[src/hw/rtl/dhc_pkg.sv]
// Shared types and constants for the datagram header checker.
// No dependencies; every other file in hw/rtl uses this package.
package dhc_pkg;

   localparam int HEADER_BYTES       = 12;
   localparam int MAX_DATAGRAM_BYTES = 2048;
   localparam int POS_W              = 12;

   localparam logic [POS_W-1:0] MAX_POS      = POS_W'(MAX_DATAGRAM_BYTES);
   localparam logic [POS_W-1:0] HDR_POS      = POS_W'(HEADER_BYTES);
   localparam logic [POS_W-1:0] OFS_VERSION  = POS_W'(4);
   localparam logic [POS_W-1:0] OFS_TYPE     = POS_W'(5);
   localparam logic [POS_W-1:0] OFS_LEN_LO   = POS_W'(6);
   localparam logic [POS_W-1:0] OFS_LEN_HI   = POS_W'(7);
   localparam logic [POS_W-1:0] OFS_SEQ      = POS_W'(8);
   localparam logic [POS_W-1:0] OFS_SEQ_END  = POS_W'(12);

   localparam logic CMD_BYTE  = 1'b0;
   localparam logic CMD_CLEAR = 1'b1;

   localparam logic CSR_VERSION = 1'b0;
   localparam logic CSR_TYPE    = 1'b1;

   typedef struct packed {
      logic       cmd;
      logic [7:0] data_byte;
      logic       last_byte;
   } req_type;

   typedef struct packed {
      logic        packet_valid;
      logic        sequence_error;
      logic [31:0] received_packets;
      logic [31:0] received_payload_bytes;
      logic [31:0] invalid_packets;
      logic [31:0] sequence_errors;
      logic [31:0] last_sequence;
   } rsp_type;

   // Summary of a datagram as of its final byte
   typedef struct packed {
      logic             header_ok;
      logic [POS_W-1:0] received;
      logic [15:0]      declared_length;
      logic [31:0]      seq_num;
   } dgram_end_type;

   // "ESPC" magic, offsets zero to three
   function automatic logic [7:0] magic_byte(input logic [1:0] idx);
      logic [7:0] b;
      case (idx)
         2'd0:    b = 8'h45;
         2'd1:    b = 8'h53;
         2'd2:    b = 8'h50;
         default: b = 8'h43;
      endcase
      return b;
   endfunction

endpackage

[src/hw/rtl/dhc_parser.sv]
// Header field capture and per-datagram byte position.
// Depends on dhc_pkg.
module dhc_parser (
   input  logic                  clock,
   input  logic                  reset,
   input  logic                  step,
   input  dhc_pkg::req_type      item,
   input  logic [7:0]            expected_version,
   input  logic [7:0]            expected_type,
   output dhc_pkg::dgram_end_type dgram_end
);

   logic [dhc_pkg::POS_W-1:0] pos_ff, pos_in;
   logic                      match_ff, match_in;
   logic [15:0]               len_ff, len_in;
   logic [31:0]               seq_ff, seq_in;
   logic [7:0]                b;

   assign b = item.data_byte;

   always_comb begin
      pos_in   = pos_ff;
      match_in = match_ff;
      len_in   = len_ff;
      seq_in   = seq_ff;
      if (pos_ff < dhc_pkg::MAX_POS) begin
         pos_in = pos_ff + dhc_pkg::POS_W'(1);
         if (pos_ff < dhc_pkg::OFS_VERSION) begin
            if (b != dhc_pkg::magic_byte(pos_ff[1:0])) match_in = 1'b0;
         end else if (pos_ff == dhc_pkg::OFS_VERSION) begin
            if (b != expected_version) match_in = 1'b0;
         end else if (pos_ff == dhc_pkg::OFS_TYPE) begin
            if (b != expected_type) match_in = 1'b0;
         end else if (pos_ff == dhc_pkg::OFS_LEN_LO) begin
            len_in[7:0] = b;
         end else if (pos_ff == dhc_pkg::OFS_LEN_HI) begin
            len_in[15:8] = b;
         end else if (pos_ff >= dhc_pkg::OFS_SEQ && pos_ff < dhc_pkg::OFS_SEQ_END) begin
            seq_in[8*pos_ff[1:0] +: 8] = b;
         end
      end
   end

   assign dgram_end.header_ok       = match_in;
   assign dgram_end.received        = pos_in;
   assign dgram_end.declared_length = len_in;
   assign dgram_end.seq_num         = seq_in;

   always_ff @(posedge clock) begin
      if (reset || (step && (item.cmd == dhc_pkg::CMD_CLEAR || item.last_byte))) begin
         pos_ff   <= '0;
         match_ff <= 1'b1;
         len_ff   <= '0;
         seq_ff   <= '0;
      end else if (step) begin
         pos_ff   <= pos_in;
         match_ff <= match_in;
         len_ff   <= len_in;
         seq_ff   <= seq_in;
      end
   end

endmodule

[src/hw/rtl/dhc_stats.sv]
// Datagram validity decision, running counters and sequence tracking.
// Depends on dhc_pkg.
module dhc_stats (
   input  logic                  clock,
   input  logic                  reset,
   input  logic                  finish,
   input  logic                  clear,
   input  dhc_pkg::dgram_end_type dgram_end,
   output dhc_pkg::rsp_type      result
);

   logic [31:0] pkt_ff, pkt_in;
   logic [31:0] pay_ff, pay_in;
   logic [31:0] inv_ff, inv_in;
   logic [31:0] serr_ff, serr_in;
   logic [31:0] recent_ff, recent_in;
   logic [31:0] next_seq_ff, next_seq_in;
   logic        seen_ff, seen_in;
   logic [dhc_pkg::POS_W-1:0] payload_len;
   logic        valid;
   logic        seq_err;

   assign payload_len = dgram_end.received - dhc_pkg::HDR_POS;
   assign valid = (dgram_end.received >= dhc_pkg::HDR_POS) && dgram_end.header_ok &&
                  (16'(payload_len) == dgram_end.declared_length);
   assign seq_err = valid && seen_ff && (dgram_end.seq_num != next_seq_ff);

   always_comb begin
      pkt_in      = pkt_ff;
      pay_in      = pay_ff;
      inv_in      = inv_ff;
      serr_in     = serr_ff;
      recent_in   = recent_ff;
      next_seq_in = next_seq_ff;
      seen_in     = seen_ff;
      if (valid) begin
         pkt_in      = pkt_ff + 32'd1;
         pay_in      = pay_ff + 32'(payload_len);
         seen_in     = 1'b1;
         next_seq_in = dgram_end.seq_num + 32'd1;
         recent_in   = dgram_end.seq_num;
         if (seq_err) serr_in = serr_ff + 32'd1;
      end else begin
         inv_in = inv_ff + 32'd1;
      end
   end

   assign result.packet_valid           = valid;
   assign result.sequence_error         = seq_err;
   assign result.received_packets       = pkt_in;
   assign result.received_payload_bytes = pay_in;
   assign result.invalid_packets        = inv_in;
   assign result.sequence_errors        = serr_in;
   assign result.last_sequence          = recent_in;

   always_ff @(posedge clock) begin
      if (reset || clear) begin
         pkt_ff      <= '0;
         pay_ff      <= '0;
         inv_ff      <= '0;
         serr_ff     <= '0;
         recent_ff   <= '0;
         next_seq_ff <= '0;
         seen_ff     <= 1'b0;
      end else if (finish) begin
         pkt_ff      <= pkt_in;
         pay_ff      <= pay_in;
         inv_ff      <= inv_in;
         serr_ff     <= serr_in;
         recent_ff   <= recent_in;
         next_seq_ff <= next_seq_in;
         seen_ff     <= seen_in;
      end
   end

endmodule

[src/hw/rtl/datagram_header_checker_core.sv]
// Top level of the datagram header checker: input register, parser, stats, result register.
// Depends on dhc_pkg, dhc_parser and dhc_stats.
//
// Usage:
//   req_*  : one datagram byte (or a clear command) per transfer, last_byte on the final byte.
//   rsp_*  : one result per datagram, issued for its final byte; counters are post-update.
//   csr_*  : register writes, index 0 expected version, index 1 expected type; always ready.
// Path: a final byte's result passes the input register and then the result register before rsp_valid.
// Throughput: one byte per cycle while req_stall is low, set by the single input register
//   feeding one combinational parse/count pass into the result register.
// Reset (synchronous): clears the datagram in progress, all counters and sequence tracking,
//   and sets both expected bytes to 1. No result is pending after reset.
// Clear command: counters and datagram in progress cleared, no result.
// When rsp_stall holds a result, the next final byte waits in the input register and
//   req_stall rises; bytes that produce no result are not held up by a full output.
module datagram_header_checker_core (
   input  logic             clock,
   input  logic             reset,
   input  logic             req_valid,
   output logic             req_stall,
   input  dhc_pkg::req_type req_data,
   output logic             rsp_valid,
   input  logic             rsp_stall,
   output dhc_pkg::rsp_type rsp_data,
   input  logic             csr_valid,
   output logic             csr_ready,
   input  logic             csr_index,
   input  logic [7:0]       csr_wdata
);

   logic                   in_valid_ff;
   dhc_pkg::req_type       in_data_ff;
   logic [7:0]             version_ff;
   logic [7:0]             type_ff;
   logic                   rsp_valid_ff, rsp_valid_in;
   dhc_pkg::rsp_type       rsp_data_ff;
   dhc_pkg::dgram_end_type dgram_end;
   dhc_pkg::rsp_type       result;
   logic                   is_final;
   logic                   advance;
   logic                   out_free;

   assign csr_ready = 1'b1;

   assign is_final = (in_data_ff.cmd == dhc_pkg::CMD_BYTE) && in_data_ff.last_byte;
   assign out_free = !rsp_valid_ff || !rsp_stall;
   assign advance  = in_valid_ff && (!is_final || out_free);
   assign req_stall = in_valid_ff && !advance;

   always_ff @(posedge clock) begin
      if (reset) begin
         in_valid_ff <= 1'b0;
      end else if (!req_stall) begin
         in_valid_ff <= req_valid;
      end
   end

   always_ff @(posedge clock) begin
      if (!req_stall && req_valid) begin
         in_data_ff <= req_data;
      end
   end

   always_ff @(posedge clock) begin
      if (reset) begin
         version_ff <= 8'd1;
         type_ff    <= 8'd1;
      end else if (csr_valid && csr_ready) begin
         if (csr_index == dhc_pkg::CSR_VERSION) version_ff <= csr_wdata;
         if (csr_index == dhc_pkg::CSR_TYPE)    type_ff    <= csr_wdata;
      end
   end

   dhc_parser u_parser (
      .clock            (clock),
      .reset            (reset),
      .step             (advance),
      .item             (in_data_ff),
      .expected_version (version_ff),
      .expected_type    (type_ff),
      .dgram_end        (dgram_end)
   );

   dhc_stats u_stats (
      .clock     (clock),
      .reset     (reset),
      .finish    (advance && is_final),
      .clear     (advance && in_data_ff.cmd == dhc_pkg::CMD_CLEAR),
      .dgram_end (dgram_end),
      .result    (result)
   );

   always_comb begin
      rsp_valid_in = rsp_valid_ff && rsp_stall;
      if (advance && is_final) rsp_valid_in = 1'b1;
   end

   always_ff @(posedge clock) begin
      if (reset) begin
         rsp_valid_ff <= 1'b0;
      end else begin
         rsp_valid_ff <= rsp_valid_in;
      end
   end

   always_ff @(posedge clock) begin
      if (advance && is_final) begin
         rsp_data_ff <= result;
      end
   end

   assign rsp_valid = rsp_valid_ff;
   assign rsp_data  = rsp_data_ff;

endmodule
[config.mk]
export PLATFORM = sky130hd
export DESIGN_NAME = datagram_header_checker_core
export DESIGN_NICKNAME = d
export VERILOG_FILES = /design/src/hw/rtl/dhc_pkg.sv /design/src/hw/rtl/dhc_parser.sv /design/src/hw/rtl/dhc_stats.sv /design/src/hw/rtl/datagram_header_checker_core.sv
export SDC_FILE = /design/constraint.sdc
export NUM_CORES = 1
export LEC_CHECK = 0
export ABC_CLOCK_PERIOD_IN_PS = 9950
export BUFFER_PORTS_ARGS = -buffer_cell sky130_fd_sc_hd__buf_2
export CAP_MARGIN = 10
export CORE_MARGIN = 2
export CORE_UTILIZATION = 31
export CTS_CLUSTER_SIZE = 12
export DETAILED_ROUTE_END_ITERATION = 12
export GPL_ROUTABILITY_DRIVEN = 0
export MAX_ROUTING_LAYER = met4
export SETUP_SLACK_MARGIN = 0.05
export SYNTH_ARGS = -nofsm -noshare
export SYNTH_HDL_FRONTEND = slang
export SYNTH_SLANG_ARGS = --single-unit
[constraint.sdc]
create_clock -name clock -period 9.95 [get_ports clock]
set_input_delay 0.995 -clock clock [delete_from_list [all_inputs] [get_ports clock]]
set_output_delay 0.995 -clock clock [all_outputs]
set_load 0.01 [all_outputs]
# Yosys cells after proc, flatten, opt, wreduce, memory -nomap -nowiden
# Cells that the tools add are included.
[word_totals]
register_bits = 444
latchBits = 0
ram_bits = 0
mem_bits_ro = 0
input_bits = 24
out_inout_bits = 165
wordCells = 113
memories = 0
[op_classes]
n_addsub = 8
multipliers = 0
n_div = 0
n_lt_le_gt_ge = 5
eq_ne = 11
shifts = 2
mux = 33
bitwise = 2
n_reduce_logical = 27
[ops]
columns = ["operator", "n"]
rows = [
  ["32-bit two-way mux", 13],
  ["32-bit by 1-bit adder with 32-bit output (second input constant)", 4],
  ["16-bit two-way mux", 4],
  ["12-bit by 3-bit == test with 1-bit output (second input constant)", 4],
  ["8-bit two-way mux", 5],
  ["5-bit negator with 34-bit output", 1],
  ["8-bit by 34-bit variable shift with 32-bit output (first input constant)", 1],
  ["8-bit by 34-bit variable part select with 32-bit output", 1],
  ["32-bit by 12-bit adder with 32-bit output", 1],
  ["32-bit bitwise mux", 1],
  ["32-bit != test", 1],
  ["12-bit by 4-bit >= comparator with 1-bit output (second input constant)", 2],
  ["8-bit != test", 3],
  ["12-bit by 16-bit == test with 1-bit output", 1],
  ["5-bit one-hot mux with 3 select lines", 1],
  ["1-bit logical AND", 13],
  ["12-bit by 1-bit adder with 12-bit output (second input constant)", 1],
  ["12-bit < comparator (second input constant)", 1],
  ["12-bit by 3-bit < comparator with 1-bit output (second input constant)", 1],
  ["12-bit by 4-bit < comparator with 1-bit output (second input constant)", 1],
  ["12-bit two-way mux", 1],
  ["12-bit by 4-bit subtractor with 12-bit output (second input constant)", 1],
  ["1-bit two-way mux", 8],
  ["2-bit AND reduction", 3],
  ["other kinds (6)", 15],
]

# Depth between registers and ports, before layout
[depth]
ltp_word = 14
mapped_depth = 21

# Modules after synthesis
# A second synthesis with hierarchy kept.
[hier_totals]
hier_cells = 2538
area_unflattened_um2 = 22671.7
[by_module_without_submodules]
columns = ["module", "instances", "cells_per_inst", "area_per_inst_um2"]
rows = [
  ["dhc_stats", 1, 1759, 12882.4],
  ["datagram_header_checker_core", 1, 258, 5875.6],
  ["dhc_parser", 1, 521, 3913.8],
]

# Worst setup path before layout
# Ideal clock, no wire load.
[synth_path]
kind = "input to register"
start = "input port rsp_stall"
end = "register u_stats.recent_ff[11]"
arrival_time_ns = 6.993
required_ns = 9.853
path_slack_ns = 2.859
cell_stages = 8
n_path_buf = 2
path_cell_list = "nand3_1 and2_1 nand2_1 clkinv_1 clkbuf_1 clkbuf_1 a21oi_1 a211oi_1"
[synth_lines]
columns = ["element", "line", "source"]
rows = [
  ["start, declared", "datagram_header_checker_core.sv:23", "input logic rsp_stall,"],
  ["1-bit zero test", "datagram_header_checker_core.sv:46", "assign out_free = !rsp_valid_ff || !rsp_stall;"],
  ["1-bit logical OR", "datagram_header_checker_core.sv:46", ""],
  ["1-bit logical OR", "datagram_header_checker_core.sv:47", "assign advance = in_valid_ff && (!is_final || out_free);"],
  ["1-bit logical AND", "datagram_header_checker_core.sv:47", ""],
  ["1-bit logical AND", "datagram_header_checker_core.sv:87", ".finish (advance && is_final),"],
  ["net u_stats.finish", "dhc_stats.sv:6", "input logic finish,"],
  ["end signal, assigned", "dhc_stats.sv:70", "recent_ff <= recent_in;"],
  ["end, declared", "dhc_stats.sv:16", "logic [31:0] recent_ff, recent_in;"],
]
# The timed path passes the listed nets, and every way through them passes these cells.
# A chain may end at the register's enable or synchronous reset.

==> flow_summary.ini <==
[run_status]
status = finished clean

[cts]
clock_path_buffers = 3
ctsHoldBuffers = 0
post_cts_buffers = 0
clk_pin_slew_worst_paths_ns = 0.06
cts-buffers-inserted = 52
cts-root-buf = clkbuf_16
cts_resized = 0
clock_latency_ns = 0.63
htreeDepth = 2
cts_tree = yes
clock_sinks = 444

[finish]
diodes = 0
nets = 2678
final_common_cell = nand2_1
drive_gt1_share_pct = 13.3
layout_common_cells = 364 x nand2_1, 272 x dfxtp_1, 214 x a21oi_1, 187 x buf_2, 172 x edfxtp_1
area_growth_pct = 15.4

[timing]
fin_skew_ns = 0.0223
holdWs_ns = 0.452
fin_crit_sh_pct = 62.2
max-slew-margin-rel_pct = 28.6
rsz0062_at_grt = false
report.final.setup_viol = 0
tightestPinTransition_ns = 1.06
fmax_ghz = 0.161
drv_slew = 0
fin_crit_ns = 6.19
finalSetupTns_ns = 0
hold_violations = 0

[logic_synthesis]
ys_seq_elements = 444
synth_area_um2 = 22800
synth-main-ff-cell = dfxtp_1
yosysWarnings = 0
syn_nets = 2570
yosysTopAreaCellShare_pct = 23.8
ys_async_sr_fraction_pct = 0
synth-edff-count = 172
syn_inst = 2518
seq_area_frac_synth_pct = 46.4
syn_avg_cell_area_um2 = 9.07
synth_cell_types = 85
synth_top_cell_by_area = dfxtp_1
synth_area_leaders = dfxtp_1 24%, edfxtp_1 23%, nand2_1 6.0%, xor2_1 4.8%, xnor2_1 4.8%

[route]
avgRoutedWirePerCell_um = 17.9
drt_iter0_markers = 1655
postRouteAntennaNets = 0
routed_wl_um = 65100
drt-vias-per-instance = 5.22
via_count = 18900
firstDrtPassIters = 5
drc_errors = 0

[global_routing]
grt_usage_pct = 17.2
grt_overflow_total = 0
antenna_found_initial = 0
grt_max_degree = 90
grt_pass1_vias = 17400
grt_pass1_wl_um = 100000

[pwr]
clkPwrFrac_pct = 47.9
swShare_pct = 23.9
combPwrFrac_pct = 4.7
p_int_w = 0.00311
vdd_drop_max_mv = 0.123
power.leakage_nw = 8.89
power_density_nw_per_um2 = 155
p_sw_w = 0.000976
seqPwrFrac_pct = 47.4

[floorplanning]
row_count = 99
fp.dieH_um = 275
die_x_um = 275
core_area_um2 = 73000
die_area_um2 = 75900
initial_utilization_pct = 31.3
io_pins = 189

[worst_setup_path]
crit_end = u_stats.recent_ff[24]$_SDFFE_PP0P_
crit_required_ns = 10.41
r2r_slack_ns = 3.76
reg2reg_from = u_parser.pos_ff[0]$_SDFFE_PP0P_
critPathKind = reg2reg
worstReg2RegEnd = u_stats.recent_ff[24]$_SDFFE_PP0P_
worst_setup_path_start_kind = register
path_max_fanout = 29
end_kind = register
reg2reg_depth = 14
cp-startpoint = u_parser.pos_ff[0]$_SDFFE_PP0P_
cp.arrival_ns = 6.65

[hold_path]
worst_hold_path_type = reg2reg

[place]
port_buffers = 187
dp_hpwl_um = 43800

[run]
max_cap_viol_count = 0
## synthesized netlist by cell type, types with 8 or more instances
cell type	number
nand2_1	366
dfxtp_1	272
a21oi_1	215
edfxtp_1	172
nor2_1	169
clkbuf_1	128
xor2_1	125
xnor2_1	124
o21ai_0	92
nand3_1	89
nor3_1	66
a211oi_1	61
nand4_1	55
inv_1	49
or3_1	44
and3_1	43
or4_1	42
mux2i_1	38
o31ai_1	33
ha_1	27
nor2b_1	22
nand2b_1	21
and2_1	20
buf_2	20
and4_1	15
mux2_2	15
nand3b_1	13
nor4_1	11
or2_2	11
o41ai_1	9
nor3b_1	8
o21a_1	8
## logic make-up (layout without fill, tap and decap cells)
logic type	count (synthesis)	count (layout)	synth area share (%)
buf+inv	211	363	3.68
compound gates	490	490	13.1
mux	53	53	2.40
flops	444	444	46.4
simple gates	1041	1041	23.2
fa+ha+maj	28	28	1.57
other cells	1	1	0.0164
xor+xnor	250	250	9.65
## state kept, by name (all words and copies together), names as in the netlist
| register | count |
|---|---|
| rsp_data | 162 |
| u_parser.seq_ff | 32 |
| u_stats.inv_ff | 32 |
| u_stats.next_seq_ff | 32 |
| u_stats.pay_ff | 32 |
| u_stats.pkt_ff | 32 |
| u_stats.recent_ff | 32 |
| u_stats.serr_ff | 32 |
| u_parser.len_ff | 16 |
| u_parser.pos_ff | 12 |
| in_data_ff | 10 |
| type_ff | 8 |
| version_ff | 8 |
| in_valid_ff | 1 |
| rsp_valid | 1 |
| u_parser.match_ff | 1 |
| u_stats.seen_ff | 1 |
## routing by layer
layer	wire, um	track usage, %
met1	30300	23.7
met2	29500	26.4
met3	3750	2.49
met4	1490	4.79
met5	0	-
## worst min-delay path by stage
stage	from	cells after the start	to
6_report	u_parser.len_ff[4]$_SDFFE_PP0P_	2	u_parser.len_ff[4]$_SDFFE_PP0P_
2_1_floorplan	u_parser.len_ff[2]$_SDFFE_PP0P_	2	u_parser.len_ff[2]$_SDFFE_PP0P_
5_1_grt	u_parser.len_ff[4]$_SDFFE_PP0P_	2	u_parser.len_ff[4]$_SDFFE_PP0P_
4_1_cts	u_parser.len_ff[4]$_SDFFE_PP0P_	2	u_parser.len_ff[4]$_SDFFE_PP0P_
3_5_place_dp	u_parser.len_ff[4]$_SDFFE_PP0P_	2	u_parser.len_ff[4]$_SDFFE_PP0P_
3_3_place_gp	u_stats.recent_ff[3]$_SDFFE_PP0P_	2	u_stats.recent_ff[3]$_SDFFE_PP0P_
## power groups by stage
| stage | clock network, W | logic (W) | registers [W] |
|---|---|---|---|
| 2_1_floorplan | 0 | 0.000122 | 0.00197 |
| 3_3_place_gp | 0 | 0.000192 | 0.00197 |
| 3_5_place_dp | 0 | 0.000193 | 0.00197 |
| 4_1_cts | 0.00201 | 0.000194 | 0.00193 |
| 5_1_grt | 0.00209 | 0.000212 | 0.00194 |
| 6_report | 0.00196 | 0.000193 | 0.00193 |
## cell type report
type / instances / area [um2]
flip-flops and latches: 444 / 10600
repair buffers: 213 / 1130
multi-input cells: 1863 / 11500
inverters: 52 / 203
fillers: 7413 / 46600
clock inverters: 28 / 303
well taps: 959 / 1200
clock buffers: 70 / 1450
## worst max-delay path, cell delays in order, from the launching register on
cell and delay, ns:
dfxtp_1 0.86, inv_1 0.30, nor2_1 0.30, nand2_1 0.10, xnor2_1 0.14, ha_1 0.30
or3_1 0.43, a311o_1 0.36, and4_1 0.18, nor4_1 0.34, nand4b_1 0.34, nor4_4 0.94
nand2_1 0.36, nor2_2 0.85, a211oi_1 0.18
## through the flow
stage,total power [W],cell area [um2],std cells,setup slack [ns],utilization (%)
2_1_floorplan,0.00209,22800,2518,2.86,-
3_3_place_gp,0.00217,24600,3531,4.04,33.7
3_5_place_dp,0.00217,24600,3531,3.84,33.7
4_1_cts,0.00414,26400,3629,3.81,36.1
5_1_grt,0.00423,26400,3629,3.29,36.1
6_report,0.00408,26400,3629,3.76,36.1
Note: power is estimated with default switching activity, not from simulation.
